===== src/hw/rtl/cbl_pkg.sv =====
`timescale 1ns / 1ps
// ----------------------------------------------------------------------------
// cbl_pkg
// shared sizes, types and helpers for the counter bank with lazy maximum
// ----------------------------------------------------------------------------
package cbl_pkg;

	localparam int MAX_COUNTERS = 1024;
	localparam int COUNT_WIDTH  = 32;
	localparam int ADDR_W       = (MAX_COUNTERS > 1) ? $clog2(MAX_COUNTERS) : 1;

	localparam int CFG_W   = 11;
	localparam int INDEX_W = 12;
	localparam int VALUE_W = 32;

	localparam logic [CFG_W-1:0] ACTIVE_COUNT_RST = CFG_W'(1024);

	localparam logic OP_EVENT = 1'b0;
	localparam logic OP_READ  = 1'b1;

	typedef logic [COUNT_WIDTH-1:0] count_t;

	// one accepted transaction on its way to the update stage
	typedef struct packed {
		logic              vld;
		logic              op;
		logic              ok;
		logic [ADDR_W-1:0] slot;
	} cbl_item_t;

	// low result bits of a counter, zero-extended where the counter is narrow
	function automatic logic [VALUE_W-1:0] to_value(input count_t c);
		logic [63:0] w;
		w = 64'(c);
		return w[VALUE_W-1:0];
	endfunction

endpackage


===== src/hw/rtl/cbl_clear.sv =====
`timescale 1ns / 1ps
// ----------------------------------------------------------------------------
// cbl_clear
// post-reset sweep that writes zero into every counter entry
// ----------------------------------------------------------------------------
module cbl_clear (
	input  logic                       clk,
	input  logic                       arst_n,
	output logic                       busy,
	output logic                       we,
	output logic [cbl_pkg::ADDR_W-1:0] waddr
);

	localparam logic ST_CLEAR = 1'b0;
	localparam logic ST_RUN   = 1'b1;

	localparam logic [cbl_pkg::ADDR_W-1:0] LAST_ADDR =
		cbl_pkg::ADDR_W'(cbl_pkg::MAX_COUNTERS - 1);

	logic                       state_q;
	logic [cbl_pkg::ADDR_W-1:0] addr_q;

	always_ff @(posedge clk or negedge arst_n) begin
		if (!arst_n) begin
			state_q <= ST_CLEAR;
			addr_q  <= '0;
		end else begin
			case (state_q)
				ST_CLEAR: begin
					if (addr_q == LAST_ADDR) begin
						state_q <= ST_RUN;
					end else begin
						addr_q <= addr_q + 1'b1;
					end
				end
				ST_RUN: begin
					state_q <= ST_RUN;
				end
				default: begin
					state_q <= ST_CLEAR;
				end
			endcase
		end
	end

	assign busy  = (state_q == ST_CLEAR);
	assign we    = busy;
	assign waddr = addr_q;

	// once the sweep is over it never starts again
	a_run_sticks: assert property (@(posedge clk) disable iff (!arst_n)
		(state_q == ST_RUN) |=> (state_q == ST_RUN))
		else $error("clear sweep restarted");

endmodule


===== config.mk =====
export PLATFORM = sky130hd
export DESIGN_NAME = cbl_clear
export DESIGN_NICKNAME = d
export VERILOG_FILES = /design/src/hw/rtl/cbl_pkg.sv /design/src/hw/rtl/cbl_clear.sv
export SDC_FILE = /design/constraint.sdc
export NUM_CORES = 1
export LEC_CHECK = 0
export ABC_AREA = 1
export ABC_CLOCK_PERIOD_IN_PS = 3200
export BUFFER_PORTS_ARGS = -buffer_cell sky130_fd_sc_hd__buf_2
export CAP_MARGIN = 20
export CORE_MARGIN = 5
export CORE_UTILIZATION = 30
export DETAILED_ROUTE_END_ITERATION = 8
export PLACE_DENSITY = 0.45
export SLEW_MARGIN = 20
export SYNTH_ARGS = -nofsm -noshare
export SYNTH_HDL_FRONTEND = slang
export SYNTH_SLANG_ARGS = --single-unit

===== constraint.sdc =====
create_clock -name clk -period 3.2 [get_ports clk]
set_input_delay 0 -clock clk [delete_from_list [all_inputs] [get_ports clk]]
set_output_delay 0 -clock clk [all_outputs]
set_load 0.01 [all_outputs]

# Word-level counts from Yosys, hierarchy flattened
# Index checks and enable logic that the tools add are counted.
[totals]
register_bits = 11
latch_bits = 0
ramBits = 0
mem_bits_ro = 0
in_bits = 2
wordCells = 9
mem_count = 0
[classes]
addsub = 1
n_mul = 0
div_mod_pow = 0
magnitude_cmp = 0
n_eq_ne = 1
n_shift = 0
mux = 2
bitwise_logic = 2
n_reduce_logical = 1
[ops]
columns = ["cell", "n"]
rows = [
  ["$add A10 B1 Y10 const B", 1],
  ["$eq A10 B10 Y1 const B", 1],
  ["$not A1 Y1", 2],
  ["$pmux W1 S2", 1],
  ["$reduce_and A2 Y1", 1],
  ["$mux W1", 1],
]

# Depth between registers and ports, before layout
# Gate-level depths: netlist of run 1.
[logic_depth]
ltp_word = 3
mapped_depth = 8

# Least setup slack after synthesis of run 1
# OpenSTA, ideal clock, no wires.
[synth_path]
kind = "register -> register"
start = "register addr_q, in the netlist waddr[0]"
end = "register addr_q, in the netlist waddr[4]"
setup_ns = 0.116
t_arrival_ns = 1.205
slack_ns = 1.879
stages_incl_launch_ff = 9
synth_period_minus_slack_ns = 1.321
path_cell_list = "dfrtp_1 ha_1 inv_1 nor2_4 nand3_4 nand2_4 inv_4 nand2_1 nand2_1"
[synth_via]
elab_chain_cells = 3
elab_cells_between_ends = 4
[synth_rtl]
columns = ["item", "line_no", "rtl"]
rows = [
  ["start: declaration", "cbl_clear.sv:21", "logic [cbl_pkg::ADDR_W-1:0] addr_q;"],
  ["start signal: assignment", "cbl_clear.sv:33", "addr_q <= addr_q + 1'b1;"],
  ["parallel branches: the longest is 3 deep, another holds $add A10 B1 Y10", "--", ""],
]
# Parallel ways; which one is timed is not known.
# A chain may end at the register's enable or synchronous reset.

# Worst setup path in the final report of run 1
# Same ends and word-level chain as after synthesis.

==> flow_metrics.tcl, run 1 <==
set metrics [dict create \
    cp-start-kind "flip-flop" \
    cts_tree "built" \
    finalWeightedCongestion 0.7631 \
    dieHeight_um 56.97 \
    ios 14 \
    synth.top_cell.area_share 0.4159 \
    crit_buf_inv 2 \
    cp_top_family "simple AND/OR/NAND/NOR gates" \
    worstPathCellList "ha_1 -> inv_1 -> nor2_4 -> nand3_4 -> nand2_4 -> inv_4 -> nand2_1 -> nand2_1" \
    layout_commonest_cell "nand2_1" \
    n_antenna_cell 0 \
    p_per_area_mw_per_mm2 304.4 \
    yosysWarnings 0 \
    initial_core_util 0.3081 \
    numPortBuffers 13 \
    async_flop_share 1.000 \
    ctsLongestPathBuffers 2 \
    seqPwrFrac 0.576 \
    synth_area_leaders "dfrtp_1 42%, nand2_1 22%, inv_1 5.1%, nand3_1 4.5%, nor2_1 4.0%" \
    hp-class "in -> async" \
    clock-sinks 11 \
    synth_cell_types 19 \
    finalSetupViolCount 0 \
    power_frac_comb 0.017 \
    fin_crit_ns 1.409 \
    finalClockSkew_ns 0.0004552 \
    htree_levels 1 \
    drc 0 \
    fin_hold_ws_ns 0.1210 \
    synth.largest_area_cell "dfrtp_1" \
    grt_overflow 0 \
    clkTransAtPathRegs_ns 0.08 \
    crit_fanout 9 \
    post_drt_via_cell_ratio 4.400 \
    p_sw_frac 0.2270 \
    synth_area_um2 661.9 \
    row_count 17 \
    ant_nets 0 \
    die_w_um 56.97 \
    clock_power_share 0.407 \
    worst_ep_arrival_time_ns 1.58 \
    dp_hpwl_mm 1.105 \
    grt_pass1_wl_mm 2.484 \
    avgSynthCellArea_um2 7.354 \
    clk_latency_ns 0.27 \
    relSlewSlack 0.8267 \
    drt_iter0_drc 1 \
    outcome "finished, final reports clean" \
    drive_gt1_frac 0.2336 \
    grt_usage 0.09888 \
    yosysSeqAreaShare 0.4159 \
    postCtsSetupRepairBufs 0 \
    ys_ff_latch 11 \
    fmax_mhz 709.9 \
    design.die.area_mm2 0.003246 \
    post_cts_resized 0 \
    fin_crit_sh 0.4402 \
    coreArea_mm2 0.002148 \
    finalWirelength_mm 1.428 \
    internal-power_mw 0.1864 \
    root_buffer "clkbuf_4" \
    dp.cells 130 \
    vias 594 \
    end_kind "flip-flop" \
    drv_cap 0 \
    synthFlopType "dfrtp_1" \
    worstPathRequired_ns 3.37 \
    syn_to_final_growth_pct 19.66 \
    leakage_nw 0.4287 \
    fillers 247 \
    holdBufCountCts 1 \
    synthCells 90 \
    drv_slew 0 \
    hold_viol_final 0 \
    dr.pass1.iters 4 \
    numCtsBuffers 3 \
    synth_edf_count 0 \
    worst_slew_pin_slew_ns 0.2599 \
    path_class "reg -> reg" \
    syn_nets 93 \
    fin_nets 111 \
    crit_top_cell "nand2_1" \
    switchingPower_mw 0.05472 \
    fin_cells 135 \
    grt_max_degree 12 \
    cp_slowest_stage_delay_ns 0.45 \
    grt_pass1_vias 551 \
    antenna_found_initial 0 \
    ir_drop_mv 0.1523 \
    final_cell_mix "39 x nand2_1, 13 x buf_2, 11 x dfrtp_1, 9 x inv_1, 7 x nor2_1" \
    setup-tns-final_ns 0 \
    rsz0062_at_grt "false" \
    critPathSlowestCell "dfrtp_1" \
    wl_per_cell_um 10.58 \
]
worst reg2reg max path, delay by kind of cell, from the launching register on:
family	cells	cell delay, ns
flops	1	0.45
simple gates	5	0.47
fa+ha+maj	1	0.24
buf+inv	2	0.13
power groups by stage:
stage	Sequential, mW	Combinational [mW]	Clock (mW)
CTS	0.139	0.00449	0.104
global route	0.139	0.00514	0.115
global placement	0.142	0.00362	0
finish	0.139	0.00406	0.0982
floorplan	0.142	0.000000217	0
detailed placement	0.142	0.00356	0
per-layer routing:
layer | vias to the layer above | GRT usage | share of wire
li1 | 310 | - | -
met1 | 270 | 0.1160 | 0.48
met2 | 12 | 0.1631 | 0.47
met3 | 2 | 0.04977 | 0.042
met4 | 0 | 0.01987 | 0.0070
met5 | - | 0 | 0
cell usage after synthesis (2+ instances only):
cell and count:
nand2_1 39, dfrtp_1 11, inv_1 9, nor2_1 7
nand3_1 6, nand3b_1 2, nand4_1 2, nor2_4 2
xnor2_1 2
flip-flops by register name, indices dropped and copies added, names as in the netlist:
register and cells:
state_q 1, waddr 10
cell families after synthesis:
logic type      count (synthesis)  synth area share
simple gates                   63            0.4537
buf+inv                        12           0.07751
flops                          11            0.4159
xor+xnor                        2           0.02647
compound gates                  1          0.007554
fa+ha+maj                       1           0.01890
stage by stage:
stage	utilization	power [mW]	setup slack, ns	area (um^2)
2_1_floorplan	-	0.1417	1.879	661.9
3_3_place_gp	0.3512	0.1453	1.818	754.5
3_5_place_dp	0.3512	0.1452	1.788	754.5
4_1_cts	0.3687	0.2478	1.778	792.0
5_1_grt	0.3687	0.2591	1.614	792.0
6_report	0.3687	0.2411	1.791	792.0
area by class of cell:
type                       count  area [um^2]  area share
tap                           28        35.03     0.04423
timing repair buffer          14        75.07     0.09479
clock buffer                   3        22.52     0.02844
multi-input combinational     67        335.3      0.4234
sequential                    11        275.3      0.3476
inverter                      11        43.79     0.05529
clock inverter                 1        5.005    0.006319
path summary, 6_finish.rpt:
path / startpoint / endpoint / slack [ns] / cells after the start
worst max-delay path: waddr[0] / waddr[4] / 1.79 / 8
worst min-delay path: arst_n / waddr[8] / 0.12 / 2
worst max register to register: waddr[0] / waddr[4] / 1.79 / 8
worst min register to register: waddr[1] / waddr[1] / 0.55 / 2
max in group asynchronous: arst_n / waddr[7] / 2.87 / 2
min in group clk: waddr[1] / waddr[1] / 0.55 / 2
Power figures use the tool's default switching activity.
==> inputs of run 2 (changes only) <==
--- a/config.mk
+++ b/config.mk
@@ -5,8 +5,8 @@
 export SDC_FILE = /design/constraint.sdc
 export NUM_CORES = 1
 export LEC_CHECK = 0
-export ABC_AREA = 1
-export ABC_CLOCK_PERIOD_IN_PS = 3200
+export ABC_AREA = 0
+export ABC_CLOCK_PERIOD_IN_PS = 1500
 export BUFFER_PORTS_ARGS = -buffer_cell sky130_fd_sc_hd__buf_2
 export CAP_MARGIN = 20
 export CORE_MARGIN = 5
==> constraint.sdc (replaced) <==
create_clock -name clk -period 1.5 [get_ports clk]
set_input_delay 0 -clock clk [delete_from_list [all_inputs] [get_ports clk]]
set_output_delay 0 -clock clk [all_outputs]
set_load 0.01 [all_outputs]
==> run 2 against run 1 <==
Against the previous run: non-clock buffer count up 9; sequential power grew 110%; clock-buffer cell count rose by 1.
==> flow_metrics.tcl, run 2 <==
set metrics [dict create \
    ys_ff_latch 11 \
    final_area_um2 815.8 \
    design.die.area_mm2 0.003104 \
    setup-tns-final_ns 0 \
    fin_cells 105 \
    synthFlopType "dfrtp_1" \
    grt_pass1_wl_mm 2.511 \
    rsz0062_at_grt "false" \
    r2r_start "waddr[1]" \
    avgSynthCellArea_um2 11.61 \
    drv_cap 0 \
    dpl_cell_area_um2 769.5 \
    synth.top_cell.area_share 0.4391 \
    drive_gt1_frac 0.4872 \
    leakage_nw 0.4268 \
    p_per_area_mw_per_mm2 623.0 \
    final_core_util 0.4116 \
    finalSetupViolCount 0 \
    fin_crit_sh 0.9498 \
    layout_commonest_cell "buf_2" \
    row_count 16 \
    reg2reg_slack_ns 0.08 \
    synth_cell_types 29 \
    hp-class "in -> async" \
    worstPathRequired_ns 1.66 \
    grt_usage 0.1047 \
    worst_slew_pin_slew_ns 0.2624 \
    critPathSlowestCell "dfrtp_2" \
    yosysWarnings 0 \
    finalWeightedCongestion 0.6893 \
    grt_pass1_vias 529 \
    ios 14 \
    coreArea_mm2 0.001982 \
    reg2reg_depth 4 \
    fin_hold_ws_ns 0.1255 \
    wl_per_cell_um 14.00 \
    dr.pass1.iters 3 \
    dp_hpwl_mm 1.102 \
    initial_core_util 0.3163 \
    grt_max_degree 12 \
    clk_latency_ns 0.27 \
    synthCells 54 \
    postCtsSetupRepairBufs 0 \
    antenna_found_initial 0 \
    finalWirelength_mm 1.470 \
    ir_drop_mv 0.4858 \
    path_class "reg -> reg" \
    fin_nets 82 \
    worst_ep_arrival_time_ns 1.58 \
    p_total_mw 0.5082 \
    async_flop_share 1.000 \
    synth_common_cells "11 x dfrtp_1, 4 x a21oi_1, 3 x inv_1, 3 x nand2_1" \
    finalClockSkew_ns 0.001314 \
    ant_nets 0 \
    root_buffer "clkbuf_4" \
    synth_area_um2 626.9 \
    vias 508 \
    grt_overflow 0 \
    cp-start-kind "flip-flop" \
    numPortBuffers 13 \
    end_kind "flip-flop" \
    numCtsBuffers 3 \
    cts_tree "built" \
    synth.largest_area_cell "dfrtp_1" \
    dp_slack_ns 0.04077 \
    yosysMostFrequentCell "dfrtp_1" \
    syn_nets 57 \
    synth_edf_count 0 \
    r2r-end "waddr[1]" \
    synth_area_leaders "dfrtp_1 44%, nor4_2 4.0%, nand4b_4 3.8%, mux2_1 3.6%, a31oi_4 3.4%" \
    dp.cells 100 \
    ctsLongestPathBuffers 2 \
    htree_levels 1 \
    outcome "finished, final reports clean" \
    syn_to_final_growth_pct 30.14 \
    drc 0 \
    final_cell_mix "13 x buf_2, 9 x buf_4, 8 x dfrtp_1, 4 x a21oi_1" \
    hold_viol_final 0 \
    cp_slowest_stage_delay_ns 0.41 \
    relSlewSlack 0.8251 \
    drt_iter0_drc 13 \
    clock-sinks 11 \
    largest_reg_flops 10 \
    crit_fanout 5 \
    dieHeight_um 55.71 \
    n_antenna_cell 0 \
    worstPathCellList "ha_2 -> and4_4 -> a31oi_4 -> mux2_4" \
    fin_crit_ns 1.425 \
    fmax_mhz 701.9 \
    drv_slew 0 \
    die_w_um 55.71 \
    yosysSeqAreaShare 0.4391 \
    post_drt_via_cell_ratio 4.838 \
    clkTransAtPathRegs_ns 0.07 \
    setup_slack_ns 0.07535 \
]
run 2: cell families (layout without fill, tap and decap cells):
kind of cell / after synthesis / count (layout) / synth area share
AO/OA/AOI/OAI: 11 / 11 / 0.1337
AND/OR/NAND/NOR: 18 / 18 / 0.2276
buffers and inverters: 6 / 30 / 0.05987
multiplexers: 5 / 5 / 0.09181
flip-flops: 11 / 11 / 0.4391
XOR/XNOR: 2 / 2 / 0.02795
adder cells (fa/ha/maj): 1 / 1 / 0.01996
run 2: repair_timing:
item / CTS / global route
hold endpoints to repair: 11 / 0
setup endpoints to repair: 0 / 3
hold buffers: 1 / 0
resized for setup: 0 / 3
run 2: critical path, delay by kind of cell (launching register included):
| kind | cells | cell delay, ns |
|---|---|---|
| AND/OR/NAND/NOR | 1 | 0.22 |
| adder cells (fa/ha/maj) | 1 | 0.20 |
| AO/OA/AOI/OAI | 1 | 0.18 |
| multiplexers | 1 | 0.31 |
| flip-flops | 1 | 0.41 |
run 2: power by group:
| group | internal, mW | switching [mW] |
|---|---|---|
| logic | 0.00264 | 0.00607 |
| clock network | 0.103 | 0.100 |
| registers | 0.296 | 0 |
| total | 0.402 | 0.106 |
run 2: area by class of cell:
type,instances,area [um^2]
fillers,205,1166
inverters,3,11.26
multi-input cells,37,322.8
repair buffers,23,142.6
well taps,27,33.78
clock buffers,4,26.28
flip-flops and latches,11,279.0
run 2: layer usage:
metal / share of wire / GRT usage
met2: 0.47 / 0.1672
met5: 0 / 0
met3: 0.069 / 0.05800
met1: 0.45 / 0.1231
met4: 0.0088 / 0.02083
run 2: how the worst max path moves through the flow:
| stage | from | to | slack [ns] | cells after the start |
|---|---|---|---|---|
| after floorplan | waddr[0] | waddr[1] | -0.02 | 4 |
| after global placement | waddr[0] | waddr[1] | 0.05 | 4 |
| after detailed placement | waddr[0] | waddr[1] | 0.04 | 4 |
| after CTS | waddr[0] | waddr[1] | 0.02 | 4 |
| after global routing | waddr[1] | waddr[8] | 0.02 | 4 |
| final | waddr[1] | waddr[1] | 0.08 | 4 |
